File: src/hw/rtl/spc_pkg.sv
package spc_pkg;

	// Width of the step period and tick counter
	localparam int PERIOD_BITS_DEF = 16;
	localparam logic [31:0] PERIOD_RESET = 32'd5000;

	// Entries in the queue between parser and executor
	localparam int QUEUE_DEPTH = 2;

	localparam logic [7:0] START_BYTE = 8'hFF;
	localparam logic [7:0] FORCED_BYTE = 8'hFF;

	// Escape byte codes
	localparam logic [7:0] ESC_LOW = 8'h01;
	localparam logic [7:0] ESC_HIGH = 8'h02;
	localparam logic [7:0] ESC_BOTH = 8'h03;

	// Packet command codes
	localparam logic [7:0] CMD_RUN_FWD = 8'h02;
	localparam logic [7:0] CMD_RUN_REV = 8'h03;
	localparam logic [7:0] CMD_STEP_FWD = 8'h04;
	localparam logic [7:0] CMD_STEP_REV = 8'h05;

	typedef enum logic [2:0] {
		PARSE_HUNT,
		PARSE_CMD,
		PARSE_HIGH,
		PARSE_LOW,
		PARSE_ESC
	} parse_pos_t;

	typedef enum logic [2:0] {
		OP_BYTE,
		OP_TICK,
		OP_SET_FWD,
		OP_SET_REV,
		OP_STEP_FWD,
		OP_STEP_REV,
		OP_PACKET_OTHER
	} op_kind_t;

	typedef struct packed {
		op_kind_t    kind;
		logic [15:0] value;
	} op_t;

	// Half-step coil sequence
	function automatic logic [3:0] coil_lookup(input logic [2:0] idx);
		logic [3:0] pat;
		case (idx)
			3'd0: pat = 4'h8;
			3'd1: pat = 4'hC;
			3'd2: pat = 4'h4;
			3'd3: pat = 4'h6;
			3'd4: pat = 4'h2;
			3'd5: pat = 4'h3;
			3'd6: pat = 4'h1;
			3'd7: pat = 4'h9;
			default: pat = 4'h8;
		endcase
		return pat;
	endfunction

endpackage

File: src/hw/rtl/spc_item_if.sv
interface spc_item_if;
	logic       valid;
	logic       ready;
	logic       cmd;
	logic [7:0] rx_byte;

	modport source (output valid, output cmd, output rx_byte, input ready);
	modport sink (input valid, input cmd, input rx_byte, output ready);
endinterface

File: src/hw/rtl/spc_result_if.sv
interface spc_result_if;
	logic       valid;
	logic       ready;
	logic [3:0] coil_pattern;
	logic [2:0] phase;
	logic       packet_done;
	logic       stepped;

	modport source (output valid, output coil_pattern, output phase, output packet_done,
		output stepped, input ready);
	modport sink (input valid, input coil_pattern, input phase, input packet_done,
		input stepped, output ready);
endinterface

File: src/hw/rtl/stepper_packet_controller.sv
// Half-step stepper sequencer with a serial packet parser. Each input transaction is
// either a received byte (cmd 0) or a timing tick (cmd 1) and yields exactly one result:
// the coil pattern and phase after the item, plus flags for a completed packet and for a
// phase move. One item is accepted per clock. An accepted item is written into the queue
// and then moves into the output register, from which its result is presented. The
// parser front end feeds a two-entry queue, and the executor back end pops from that queue
// whenever its output register is empty or being taken, so input stalls only when the
// result side holds off long enough to fill queue and output register.
module stepper_packet_controller #(
	parameter int PERIOD_BITS = spc_pkg::PERIOD_BITS_DEF
) (
	input  logic          clk,
	input  logic          arst_n,
	spc_item_if.sink      item,
	spc_result_if.source  result
);
	import spc_pkg::*;

	logic f_valid;
	logic f_ready;
	op_t  f_op;
	logic b_valid;
	logic b_ready;
	op_t  b_op;

	spc_front u_front (
		.clk      (clk),
		.arst_n   (arst_n),
		.item     (item),
		.op_valid (f_valid),
		.op_ready (f_ready),
		.op       (f_op)
	);

	spc_queue #(
		.DEPTH (QUEUE_DEPTH)
	) u_queue (
		.clk        (clk),
		.arst_n     (arst_n),
		.push_valid (f_valid),
		.push_ready (f_ready),
		.push_op    (f_op),
		.pop_valid  (b_valid),
		.pop_ready  (b_ready),
		.pop_op     (b_op)
	);

	spc_back #(
		.PERIOD_BITS (PERIOD_BITS)
	) u_back (
		.clk      (clk),
		.arst_n   (arst_n),
		.op_valid (b_valid),
		.op_ready (b_ready),
		.op       (b_op),
		.result   (result)
	);

endmodule

File: src/hw/rtl/spc_front.sv
module spc_front (
	input  logic            clk,
	input  logic            arst_n,
	spc_item_if.sink        item,
	output logic            op_valid,
	input  logic            op_ready,
	output spc_pkg::op_t    op
);
	import spc_pkg::*;

	parse_pos_t state_q, state_next;
	logic [7:0] command_q;
	logic [7:0] high_q;
	logic [7:0] low_q;
	logic       take;
	logic [7:0] hi_sel;
	logic [7:0] lo_sel;

	assign item.ready = op_ready;
	assign op_valid = item.valid;
	assign take = item.valid && op_ready;

	always_comb begin
		state_next = state_q;
		if (!item.cmd) begin
			case (state_q)
				PARSE_HUNT: if (item.rx_byte == START_BYTE) state_next = PARSE_CMD;
				PARSE_CMD:  state_next = PARSE_HIGH;
				PARSE_HIGH: state_next = PARSE_LOW;
				PARSE_LOW:  state_next = PARSE_ESC;
				PARSE_ESC:  state_next = PARSE_HUNT;
				default:    state_next = PARSE_HUNT;
			endcase
		end
	end

	always_comb begin
		hi_sel = high_q;
		lo_sel = low_q;
		if (item.rx_byte == ESC_BOTH) begin
			hi_sel = FORCED_BYTE;
			lo_sel = FORCED_BYTE;
		end else if (item.rx_byte == ESC_HIGH) begin
			hi_sel = FORCED_BYTE;
		end else if (item.rx_byte == ESC_LOW) begin
			lo_sel = FORCED_BYTE;
		end
		op.value = {hi_sel, lo_sel};
		if (item.cmd) begin
			op.kind = OP_TICK;
		end else if (state_q == PARSE_ESC) begin
			case (command_q)
				CMD_RUN_FWD:  op.kind = OP_SET_FWD;
				CMD_RUN_REV:  op.kind = OP_SET_REV;
				CMD_STEP_FWD: op.kind = OP_STEP_FWD;
				CMD_STEP_REV: op.kind = OP_STEP_REV;
				default:      op.kind = OP_PACKET_OTHER;
			endcase
		end else begin
			op.kind = OP_BYTE;
		end
	end

	always_ff @(posedge clk or negedge arst_n) begin
		if (!arst_n) begin
			state_q <= PARSE_HUNT;
		end else if (take) begin
			state_q <= state_next;
		end
	end

	// Latch packet fields as they arrive
	always_ff @(posedge clk) begin
		if (take && !item.cmd) begin
			if (state_q == PARSE_CMD) command_q <= item.rx_byte;
			if (state_q == PARSE_HIGH) high_q <= item.rx_byte;
			if (state_q == PARSE_LOW) low_q <= item.rx_byte;
		end
	end

endmodule

File: src/hw/rtl/spc_queue.sv
module spc_queue #(
	parameter int DEPTH = spc_pkg::QUEUE_DEPTH
) (
	input  logic            clk,
	input  logic            arst_n,
	input  logic            push_valid,
	output logic            push_ready,
	input  spc_pkg::op_t    push_op,
	output logic            pop_valid,
	input  logic            pop_ready,
	output spc_pkg::op_t    pop_op
);
	import spc_pkg::*;

	localparam int PW = (DEPTH > 1) ? $clog2(DEPTH) : 1;
	localparam int CW = $clog2(DEPTH + 1);

	op_t           mem_q [DEPTH];
	logic [PW-1:0] wr_ptr_q;
	logic [PW-1:0] rd_ptr_q;
	logic [CW-1:0] count_q;
	logic          push;
	logic          pop;

	assign push_ready = count_q < CW'(DEPTH);
	assign pop_valid = count_q != '0;
	assign pop_op = mem_q[rd_ptr_q];
	assign push = push_valid && push_ready;
	assign pop = pop_valid && pop_ready;

	always_ff @(posedge clk) begin
		if (push) mem_q[wr_ptr_q] <= push_op;
	end

	always_ff @(posedge clk or negedge arst_n) begin
		if (!arst_n) begin
			wr_ptr_q <= '0;
			rd_ptr_q <= '0;
			count_q <= '0;
		end else begin
			if (push) wr_ptr_q <= (wr_ptr_q == PW'(DEPTH - 1)) ? '0 : wr_ptr_q + 1'b1;
			if (pop) rd_ptr_q <= (rd_ptr_q == PW'(DEPTH - 1)) ? '0 : rd_ptr_q + 1'b1;
			if (push && !pop) count_q <= count_q + 1'b1;
			else if (pop && !push) count_q <= count_q - 1'b1;
		end
	end

endmodule

File: src/hw/rtl/spc_back.sv
module spc_back #(
	parameter int PERIOD_BITS = spc_pkg::PERIOD_BITS_DEF
) (
	input  logic            clk,
	input  logic            arst_n,
	input  logic            op_valid,
	output logic            op_ready,
	input  spc_pkg::op_t    op,
	spc_result_if.source    result
);
	import spc_pkg::*;

	logic [PERIOD_BITS-1:0]    period_q, period_next;
	logic [PERIOD_BITS-1:0]    count_q, count_next;
	logic [PERIOD_BITS+15:0]   value_ext;
	logic                      fwd_q, fwd_next;
	logic [2:0]                phase_q, phase_next;
	logic                      done;
	logic                      stepped;
	logic                      take;
	logic                      out_valid_q;
	logic [3:0]                coil_q;
	logic                      done_q;
	logic                      stepped_q;

	// Fit the 16-bit packet value to the period width
	assign value_ext = {{PERIOD_BITS{1'b0}}, op.value};

	assign op_ready = !out_valid_q || result.ready;
	assign take = op_valid && op_ready;

	always_comb begin
		period_next = period_q;
		count_next = count_q;
		fwd_next = fwd_q;
		phase_next = phase_q;
		done = 1'b1;
		stepped = 1'b0;
		case (op.kind)
			OP_BYTE: begin
				done = 1'b0;
			end
			OP_TICK: begin
				done = 1'b0;
				if (period_q != '0) begin
					if (count_q >= period_q) begin
						phase_next = fwd_q ? phase_q + 3'd1 : phase_q - 3'd1;
						stepped = 1'b1;
						count_next = '0;
					end else begin
						count_next = count_q + 1'b1;
					end
				end
			end
			OP_SET_FWD: begin
				fwd_next = 1'b1;
				period_next = value_ext[PERIOD_BITS-1:0];
				count_next = '0;
			end
			OP_SET_REV: begin
				fwd_next = 1'b0;
				period_next = value_ext[PERIOD_BITS-1:0];
				count_next = '0;
			end
			OP_STEP_FWD: begin
				phase_next = phase_q + 3'd1;
				stepped = 1'b1;
				period_next = '0;
				count_next = '0;
			end
			OP_STEP_REV: begin
				phase_next = phase_q - 3'd1;
				stepped = 1'b1;
				period_next = '0;
				count_next = '0;
			end
			default: begin
				count_next = '0;
			end
		endcase
	end

	always_ff @(posedge clk or negedge arst_n) begin
		if (!arst_n) begin
			period_q <= PERIOD_RESET[PERIOD_BITS-1:0];
			count_q <= '0;
			fwd_q <= 1'b1;
			phase_q <= '0;
			out_valid_q <= 1'b0;
		end else begin
			if (take) begin
				period_q <= period_next;
				count_q <= count_next;
				fwd_q <= fwd_next;
				phase_q <= phase_next;
			end
			if (op_ready) out_valid_q <= op_valid;
		end
	end

	// Hold the result until the transaction completes
	always_ff @(posedge clk) begin
		if (take) begin
			coil_q <= coil_lookup(phase_next);
			done_q <= done;
			stepped_q <= stepped;
		end
	end

	assign result.valid = out_valid_q;
	assign result.coil_pattern = coil_q;
	assign result.phase = phase_q;
	assign result.packet_done = done_q;
	assign result.stepped = stepped_q;

endmodule
File: src/flat_wrapper.sv
// flat-port wrapper written by rule: the top's interface ports become plain ports
module stepper_packet_controller_flat import spc_pkg::*;
#(
	parameter int PERIOD_BITS = spc_pkg::PERIOD_BITS_DEF
)
  (clk, arst_n, item_valid, item_cmd, item_rx_byte, item_ready, result_valid, result_coil_pattern, result_phase, result_packet_done, result_stepped, result_ready);
  spc_item_if item_i ();
  spc_result_if result_i ();
  input  logic clk;
  input  logic arst_n;
  input wire logic [$bits(item_i.valid)-1:0] item_valid;
  input wire logic [$bits(item_i.cmd)-1:0] item_cmd;
  input wire logic [$bits(item_i.rx_byte)-1:0] item_rx_byte;
  output wire logic [$bits(item_i.ready)-1:0] item_ready;
  output wire logic [$bits(result_i.valid)-1:0] result_valid;
  output wire logic [$bits(result_i.coil_pattern)-1:0] result_coil_pattern;
  output wire logic [$bits(result_i.phase)-1:0] result_phase;
  output wire logic [$bits(result_i.packet_done)-1:0] result_packet_done;
  output wire logic [$bits(result_i.stepped)-1:0] result_stepped;
  input wire logic [$bits(result_i.ready)-1:0] result_ready;
  assign item_i.valid = item_valid;
  assign item_i.cmd = item_cmd;
  assign item_i.rx_byte = item_rx_byte;
  assign item_ready = item_i.ready;
  assign result_valid = result_i.valid;
  assign result_coil_pattern = result_i.coil_pattern;
  assign result_phase = result_i.phase;
  assign result_packet_done = result_i.packet_done;
  assign result_stepped = result_i.stepped;
  assign result_i.ready = result_ready;
  stepper_packet_controller #(.PERIOD_BITS(PERIOD_BITS)) u_core (.clk(clk), .arst_n(arst_n), .item(item_i), .result(result_i));
endmodule
File: config.mk
export PLATFORM = sky130hd
export DESIGN_NAME = stepper_packet_controller_flat
export DESIGN_NICKNAME = d
export VERILOG_FILES = /design/src/hw/rtl/spc_pkg.sv /design/src/hw/rtl/spc_item_if.sv /design/src/hw/rtl/spc_result_if.sv /design/src/hw/rtl/stepper_packet_controller.sv /design/src/hw/rtl/spc_front.sv /design/src/hw/rtl/spc_queue.sv /design/src/hw/rtl/spc_back.sv /design/src/flat_wrapper.sv
export SDC_FILE = /design/constraint.sdc
export NUM_CORES = 1
export LEC_CHECK = 0
export ABC_AREA = 1
export BUFFER_PORTS_ARGS = -buffer_cell sky130_fd_sc_hd__clkbuf_2
export CORE_MARGIN = 2
export CORE_UTILIZATION = 25
export DETAILED_ROUTE_END_ITERATION = 8
export HOLD_SLACK_MARGIN = 0.1
export PLACE_DENSITY = 0.47
export SKIP_LAST_GASP = 1
export SLEW_MARGIN = 20
export SYNTH_ARGS = -nofsm -noshare
export SYNTH_HDL_FRONTEND = slang
export SYNTH_SLANG_ARGS = --single-unit
File: constraint.sdc
create_clock -name clk -period 4.71 [get_ports clk]
set_input_delay 0.942 -clock clk [delete_from_list [all_inputs] [get_ports clk]]
set_output_delay 0.942 -clock clk [all_outputs]
set_load 0.02 [all_outputs]
==> out/results.tsv, run 1 <==
stage	metric	value	unit
synth	mux cell area share after synthesis	0	
synth	Synth area leader	edfxtp_1	
synth	mapped cell area	5210	sq um
floorplan	Die Y	148	um
clock_network	H-Tree Level Count	3	
synth	FFs w/ async S/R, synth	0.393	
min_path	hold crit path type	reg -> reg	
timing	Final Max Slew Viols	0	
synth	Post-Synth XOR/XNOR Area	0.0202	
setup_path	R2R Setup Slk	2.11	ns
place	global placement routability congestion	0.744	
setup_path	startpoint types	register	
synth	Synth Area in Adders	0.0480	
synth	post-synthesis compound-gate area fraction	0.0840	
routing	Vias	3407	
setup_path	worst setup path endpoint	u_core.u_back.count_q[7]	
power	Power Density	567	nW/um^2
cells_and_area	Ant. Diodes	0	
routing	drt initial violations	273	
synth	Synth Flop Type	edfxtp_1	
synth	main combinational cell family by area after synthesis	simple AND/OR/NAND/NOR gates	
cells_and_area	nets@finish	561	
timing	Hold Slack	0.493	ns
floorplan	IO Count	24	
grt	antenna violations before repair	0	
place	IO buf count	23	
place	dpl hpwl	7460	um
setup_path	crit path launch	u_core.u_queue.rd_ptr_q	
power	leak pwr	0.00248	uW
routing	post-DR vias/cell	4.24	
clock_network	Clock Pin Slew Worst Setup and Hold Paths	0.07	ns
power	Tot Pwr	3360	uW
setup_path	Critical Setup Path Class	reg -> reg	
floorplan	Core ar.	20400	sq um
routing	router iterations before antenna repair	4	
synth	Synth Net Count	530	
clock_network	CTS Root Cell	clkbuf_16	
synth	register area share after synthesis	0.605	
timing	Tcrit/Tclk final	0.551	
clock_network	CTS resizes	0	
timing	max_slew headroom	0.301	
setup_path	Reg-to-Reg Start	u_core.u_queue.rd_ptr_q	
clock_network	cts bufs inserted	9	
cells_and_area	synth-to-layout area growth	13.8	%
cells_and_area	Register Area	3150	sq um
timing	final setup violation count	0	
setup_path	Critical Path Sink Type	register	
flow_run	maxcap violations	0	
setup_path	CP max FO	22	
cells_and_area	Multi-input gate area	1740	sq um
clock_network	worst skew pair latency	0.34	ns
routing	# DRC	0	
floorplan	Starting Density	0.256	
clock_network	post-CTS setup buffers	0	
setup_path	Worst Reg2Reg Path Length in Cells	9	
synth	synth warn	0	
setup_path	Reg-to-Reg End	u_core.u_back.count_q[7]	
synth	area share of the largest cell type after synthesis	0.392	
grt	vias in the first global route	3422	
synth	Post-Syn Area per Cell	10.5	sq um
routing	post-route ant nets	0	
grt	GRT overflow	0	
synth	Cell variety after synth	38	
timing	Least-Margin Pin Slew	1.04	ns
setup_path	Worst EP required	4.94	ns
routing	WL final	9980	um
routing	DR top layer	met4	
setup_path	Worst EP arrival	2.83	ns
clock_network	clk buf depth	2	
routing	wire length per cell	12.4	um
cells_and_area	filler cell count	2105	
synth	Yosys reg bits	112	
floorplan	Die Wd	148	um
synth	number of synthesized flops with an enable pin	68	
synth	Synth area leaders	edfxtp_1 (39%), dfrtp_1 (18%), nand2_1 (5.3%)	
timing	max frequency	385	MHz
timing	Final min period	2.60	ns
routing	Met1 Routed Length	4980	um
grt	first-pass GRT wire length	17300	um
clock_network	CTS tree	built	
floorplan	DIE AREA	22000	sq um
cells_and_area	fraction of layout instances using a drive strength above 1	0.137	
routing	routed wl met2	4610	um
timing	RSZ-0062 raised after global routing	false	
timing	endpoints failing hold	0	
synth	Syn Inst Count	497	
clock_network	clk sink count	112	
floorplan	Cell Rows	52	
grt	gr usage total	0.0979	
clock_network	CTS Hold Bufs	0	
routing	met3 wire length	312	um
power	VDD IR-drop max	0.172	mV
timing	Setup TNS	0	ns
run_status	status	completed	
grt	largest net degree at the start of global routing	45	
timing	Setup Skew	0.00783	ns
synth	Post-Synth Simple-Gate Area	0.182	
==> power breakdown <==
group | switching (uW) | leakage (uW) | internal (uW)
logic | 825 | 0.00116 | 393
registers | 116 | 0.00118 | 1310
clock network | 348 | 0.000135 | 368
total | 1290 | 0.00248 | 2070
==> metal layers <==
metal	GRT usage	vias to the layer above
met5	0	-
met4	0.0252	0
met3	0.0248	9
met2	0.156	57
met1	0.134	1583
li1	-	1758
==> placed cells by master, fill, tap and decap left out, types with 2 or more instances in the layout <==
master     instances
a21oi_1           21
buf_4              3
clkbuf_16          9
clkbuf_2          23
dfrtp_1           38
dfstp_2            6
edfxtp_1          68
ha_1              20
inv_1             66
inv_2              9
inv_8              2
nand2_1           73
nand2_2            4
nand3_1           17
nand3_2            3
nand3b_1           9
nand4_1           13
nor2_1            70
nor2_2             4
nor3_1             6
nor4_1             2
o21ai_0           13
o21ai_1            4
o21ai_2            2
o22ai_1            4
o32ai_1           16
xnor2_1            4
xor2_1             8
==> metrics by stage <==
stage           util  std cells  instance area [sq um]  setup slack, ns
2_1_floorplan      -        497                   5210             2.38
3_3_place_gp   0.277        787                   5650             2.00
3_5_place_dp   0.277        787                   5650             1.93
4_1_cts        0.291        803                   5930             2.07
5_1_grt        0.291        803                   5930             1.73
6_report       0.291        803                   5930             2.11
==> critical path: stages (launching register included) <==
cell and delay (ns):
dfrtp_1 0.78, inv_2 0.31, o21ai_4 0.26, inv_2 0.06, nand3_2 0.11, nor2_4 0.07, nor3_4 0.39, nand2_1 0.26
inv_2 0.17, nor3b_1 0.07
==> sequential cells by signal, indices dropped and copies added (netlist names) <==
| signal | flops |
|---|---|
| u_core.u_back.count_q | 16 |
| u_core.u_front.high_q | 8 |
| u_core.u_front.command_q | 8 |
| u_core.u_queue.count_q | 2 |
| u_core.u_back.result.coil_pattern | 4 |
| u_core.u_queue.rd_ptr_q | 1 |
| u_core.u_back.result.packet_done | 1 |
| u_core.u_queue.wr_ptr_q | 1 |
| u_core.u_back.fwd_q | 1 |
| u_core.u_queue.mem_q | 38 |
| u_core.u_back.result.stepped | 1 |
| u_core.u_back.result.phase | 3 |
| u_core.u_back.result.valid | 1 |
| u_core.u_back.period_q | 16 |
| u_core.u_front.state_q | 3 |
| u_core.u_front.low_q | 8 |
==> cell usage after synthesis (13+ instances only) <==
library cell,n
nor2_1,70
nand3_1,17
inv_1,66
o32ai_1,16
dfrtp_1,38
nand4_1,13
o21ai_0,13
a21oi_1,21
edfxtp_1,68
ha_1,20
nand2_1,73
==> cells by family (layout without fill, tap and decap cells) <==
family | Yosys count | count (layout)
xor gates and xnor gates | 12 | 12
and+or+nand+nor | 206 | 206
DFF | 112 | 112
adders and majority gates | 20 | 20
buffers and inverters | 81 | 117
AOI/OAI and AO/OA | 66 | 66
==> worst min path at each step <==
stage,from,end,slack [ns],depth (start not counted)
2_1_floorplan,u_core.u_queue.count_q[0],u_core.u_queue.count_q[0],0.47,1
4_1_cts,u_core.u_queue.count_q[0],u_core.u_queue.count_q[0],0.50,1
3_3_place_gp,u_core.u_queue.count_q[0],u_core.u_queue.count_q[0],0.48,1
3_5_place_dp,u_core.u_queue.count_q[0],u_core.u_queue.count_q[0],0.48,1
5_1_grt,u_core.u_queue.count_q[0],u_core.u_queue.count_q[0],0.52,1
6_report,u_core.u_queue.count_q[0],u_core.u_queue.count_q[0],0.49,1
==> cell type report <==
cell class / count / area share
multi-input cells: 304 / 0.294
repair buffers: 26 / 0.0232
clock buffers: 10 / 0.0386
inverters: 75 / 0.0475
clock inverters: 6 / 0.00865
well taps: 270 / 0.0570
flip-flops and latches: 112 / 0.531
No activity file was read; power rests on OpenSTA's default activity.
==> run 2: changes to the inputs <==
Clock period 4.71 ns to 2.6 ns, I/O delays scaled along.
==> out/results.tsv, run 2 (synthesis gave the netlist of run 1 again) <==
stage	metric	value	unit
routing	Met1 Routed Length	5130	um
clock_network	CTS resizes	0	
cells_and_area	synth-to-layout area growth	15.6	%
cells_and_area	commonest non-fill, non-tap cells in the layout	nand2_1 (73), nor2_1 (70), edfxtp_1 (68), inv_1 (66), dfrtp_1 (38)	
setup_path	Worst EP required	2.69	ns
routing	post-route ant nets	0	
power	Power Density	1050	nW/um^2
run_status	status	completed	
timing	Setup TNS	0	ns
setup_path	CP max FO	4	
place	Post-Place Cell Area	5720	sq um
cells_and_area	Largest regs	u_core.u_queue.mem_q (38), u_core.u_back.count_q (16), u_core.u_back.period_q (16)	
timing	RSZ-0062 raised after global routing	false	
cells_and_area	Biggest register	u_core.u_queue.mem_q	
clock_network	CTS Root Cell	clkbuf_16	
timing	final setup violation count	0	
power	Net Sw Power	2400	uW
power	VDD IR-drop max	0.314	mV
setup_path	Reg-to-Reg End	u_core.u_back.result.coil_pattern[0]	
setup_path	Critical Path Sink Type	register	
routing	routed wl met2	4930	um
timing	Tcrit/Tclk final	0.862	
setup_path	Reg-to-Reg Start	u_core.u_back.period_q[9]	
cells_and_area	commonest non-fill, non-tap cell in the layout	nand2_1	
clock_network	post-CTS setup buffers	0	
power	Int Power	3920	uW
power	clock share of power	0.223	
setup_path	Critical Setup Path Class	reg -> reg	
grt	GRT overflow	0	
timing	max_slew headroom	0.570	
routing	DR top layer	met4	
clock_network	worst skew pair latency	0.35	ns
power	fraction of power consumed by combinational cells	0.374	
routing	# DRC	0	
min_path	hold crit path type	in -> async	
place	IO buf count	23	
floorplan	Starting Density	0.256	
routing	Vias	3462	
cells_and_area	Multi-input gate area	1740	sq um
timing	Hold Slack	0.182	ns
power	sw frac	0.379	
routing	drt initial violations	239	
setup_path	startpoint types	register	
clock_network	cts bufs inserted	9	
cells_and_area	nets@finish	569	
floorplan	Die Wd	148	um
timing	endpoints failing hold	0	
clock_network	CTS tree	built	
timing	Final min period	2.24	ns
power	leak pwr	0.00254	uW
floorplan	IO Count	24	
floorplan	Core ar.	20400	sq um
power	Sequential Power Share	0.403	
setup_path	R2R Setup Slk	0.36	ns
routing	met3 wire length	332	um
grt	antenna violations before repair	0	
floorplan	Die Y	148	um
setup_path	Worst EP arrival	2.33	ns
timing	Least-Margin Pin Slew	0.645	ns
grt	first-pass GRT wire length	17800	um
cells_and_area	Ant. Diodes	0	
grt	gr usage total	0.101	
grt	largest net degree at the start of global routing	25	
cells_and_area	final non-filler cell area	6020	sq um
timing	Final Max Slew Viols	0	
clock_network	Clock Pin Slew Worst Setup and Hold Paths	0.07	ns
place	dpl hpwl	7570	um
routing	WL final	10500	um
timing	max frequency	446	MHz
routing	post-DR vias/cell	4.27	
grt	vias in the first global route	3466	
routing	router iterations before antenna repair	4	
timing	Setup Skew	0.00904	ns
clock_network	H-Tree Level Count	3	
clock_network	clk sink count	112	
clock_network	clk buf depth	2	
setup_path	Worst Reg2Reg Path Length in Cells	10	
place	global placement routability congestion	0.771	
cells_and_area	fraction of layout instances using a drive strength above 1	0.152	
cells_and_area	filler cell count	2080	
clock_network	CTS Hold Bufs	0	
cells_and_area	Register Area	3150	sq um
flow_run	maxcap violations	0	
floorplan	DIE AREA	22000	sq um
floorplan	Cell Rows	52	
cells_and_area	max reg flops	38	
routing	wire length per cell	12.9	um
==> run 2: cell types whose count changed in the layout (fill, tap and decap cells not counted), sizes merged <==
cell / delta
clkinv: -1
bufinv: +1
buf: +8
==> run 2: how the worst max path moves through the flow <==
stage	from	end	slack (ns)
floorplan	u_core.u_queue.count_q[1]	u_core.u_front.high_q[0]	0.56
global placement	u_core.u_back.period_q[7]	u_core.u_back.result.coil_pattern[1]	0.44
detailed placement	u_core.u_back.period_q[7]	u_core.u_back.result.coil_pattern[0]	0.40
CTS	u_core.u_back.period_q[7]	u_core.u_back.result.coil_pattern[0]	0.37
global route	u_core.u_back.period_q[7]	u_core.u_back.result.coil_pattern[3]	0.11
finish	u_core.u_back.period_q[9]	u_core.u_back.result.coil_pattern[0]	0.36
==> run 2: through the flow <==
step / utilization / total power (uW) / cells / setup slack [ns]
final: 0.296 / 6310 / 811 / 0.359
after global routing: 0.296 / 6820 / 811 / 0.110
after CTS: 0.296 / 6400 / 811 / 0.369
after detailed placement: 0.281 / 4960 / 795 / 0.396
after global placement: 0.281 / 4920 / 795 / 0.443
after floorplan: - / 4310 / 497 / 0.562
==> run 2: power groups by stage <==
stage / Combinational, uW / Sequential (uW) / Clock (uW)
2_1_floorplan: 1660 / 2650 / 0
3_3_place_gp: 2340 / 2580 / 0
3_5_place_dp: 2370 / 2590 / 0
4_1_cts: 2400 / 2550 / 1460
5_1_grt: 2700 / 2590 / 1530
6_report: 2360 / 2550 / 1410
==> run 2: cell type report <==
cell class              instances  share of cell area
repair buffers                 34              0.0349
flip-flops and latches        112               0.523
inverters                      75              0.0467
clock buffers                  10              0.0380
well taps                     270              0.0561
clock inverters                 6              0.0125
multi-input cells             304               0.289
==> run 2: per-layer routing <==
metal,up-vias,global-route usage
met3,7,0.0242
met2,46,0.168
met1,1631,0.136
met4,0,0.0214
met5,-,0
li1,1778,-
==> run 2: worst max-delay path, stage by stage, from the launching register on <==
cell	delay (ns)
dfstp_2	0.51
inv_1	0.06
ha_1	0.32
a21oi_1	0.13
o21ai_0	0.10
a21oi_1	0.21
nand2_1	0.14
nand3_1	0.12
nand2_1	0.06
nor2_1	0.26
nor2_1	0.09
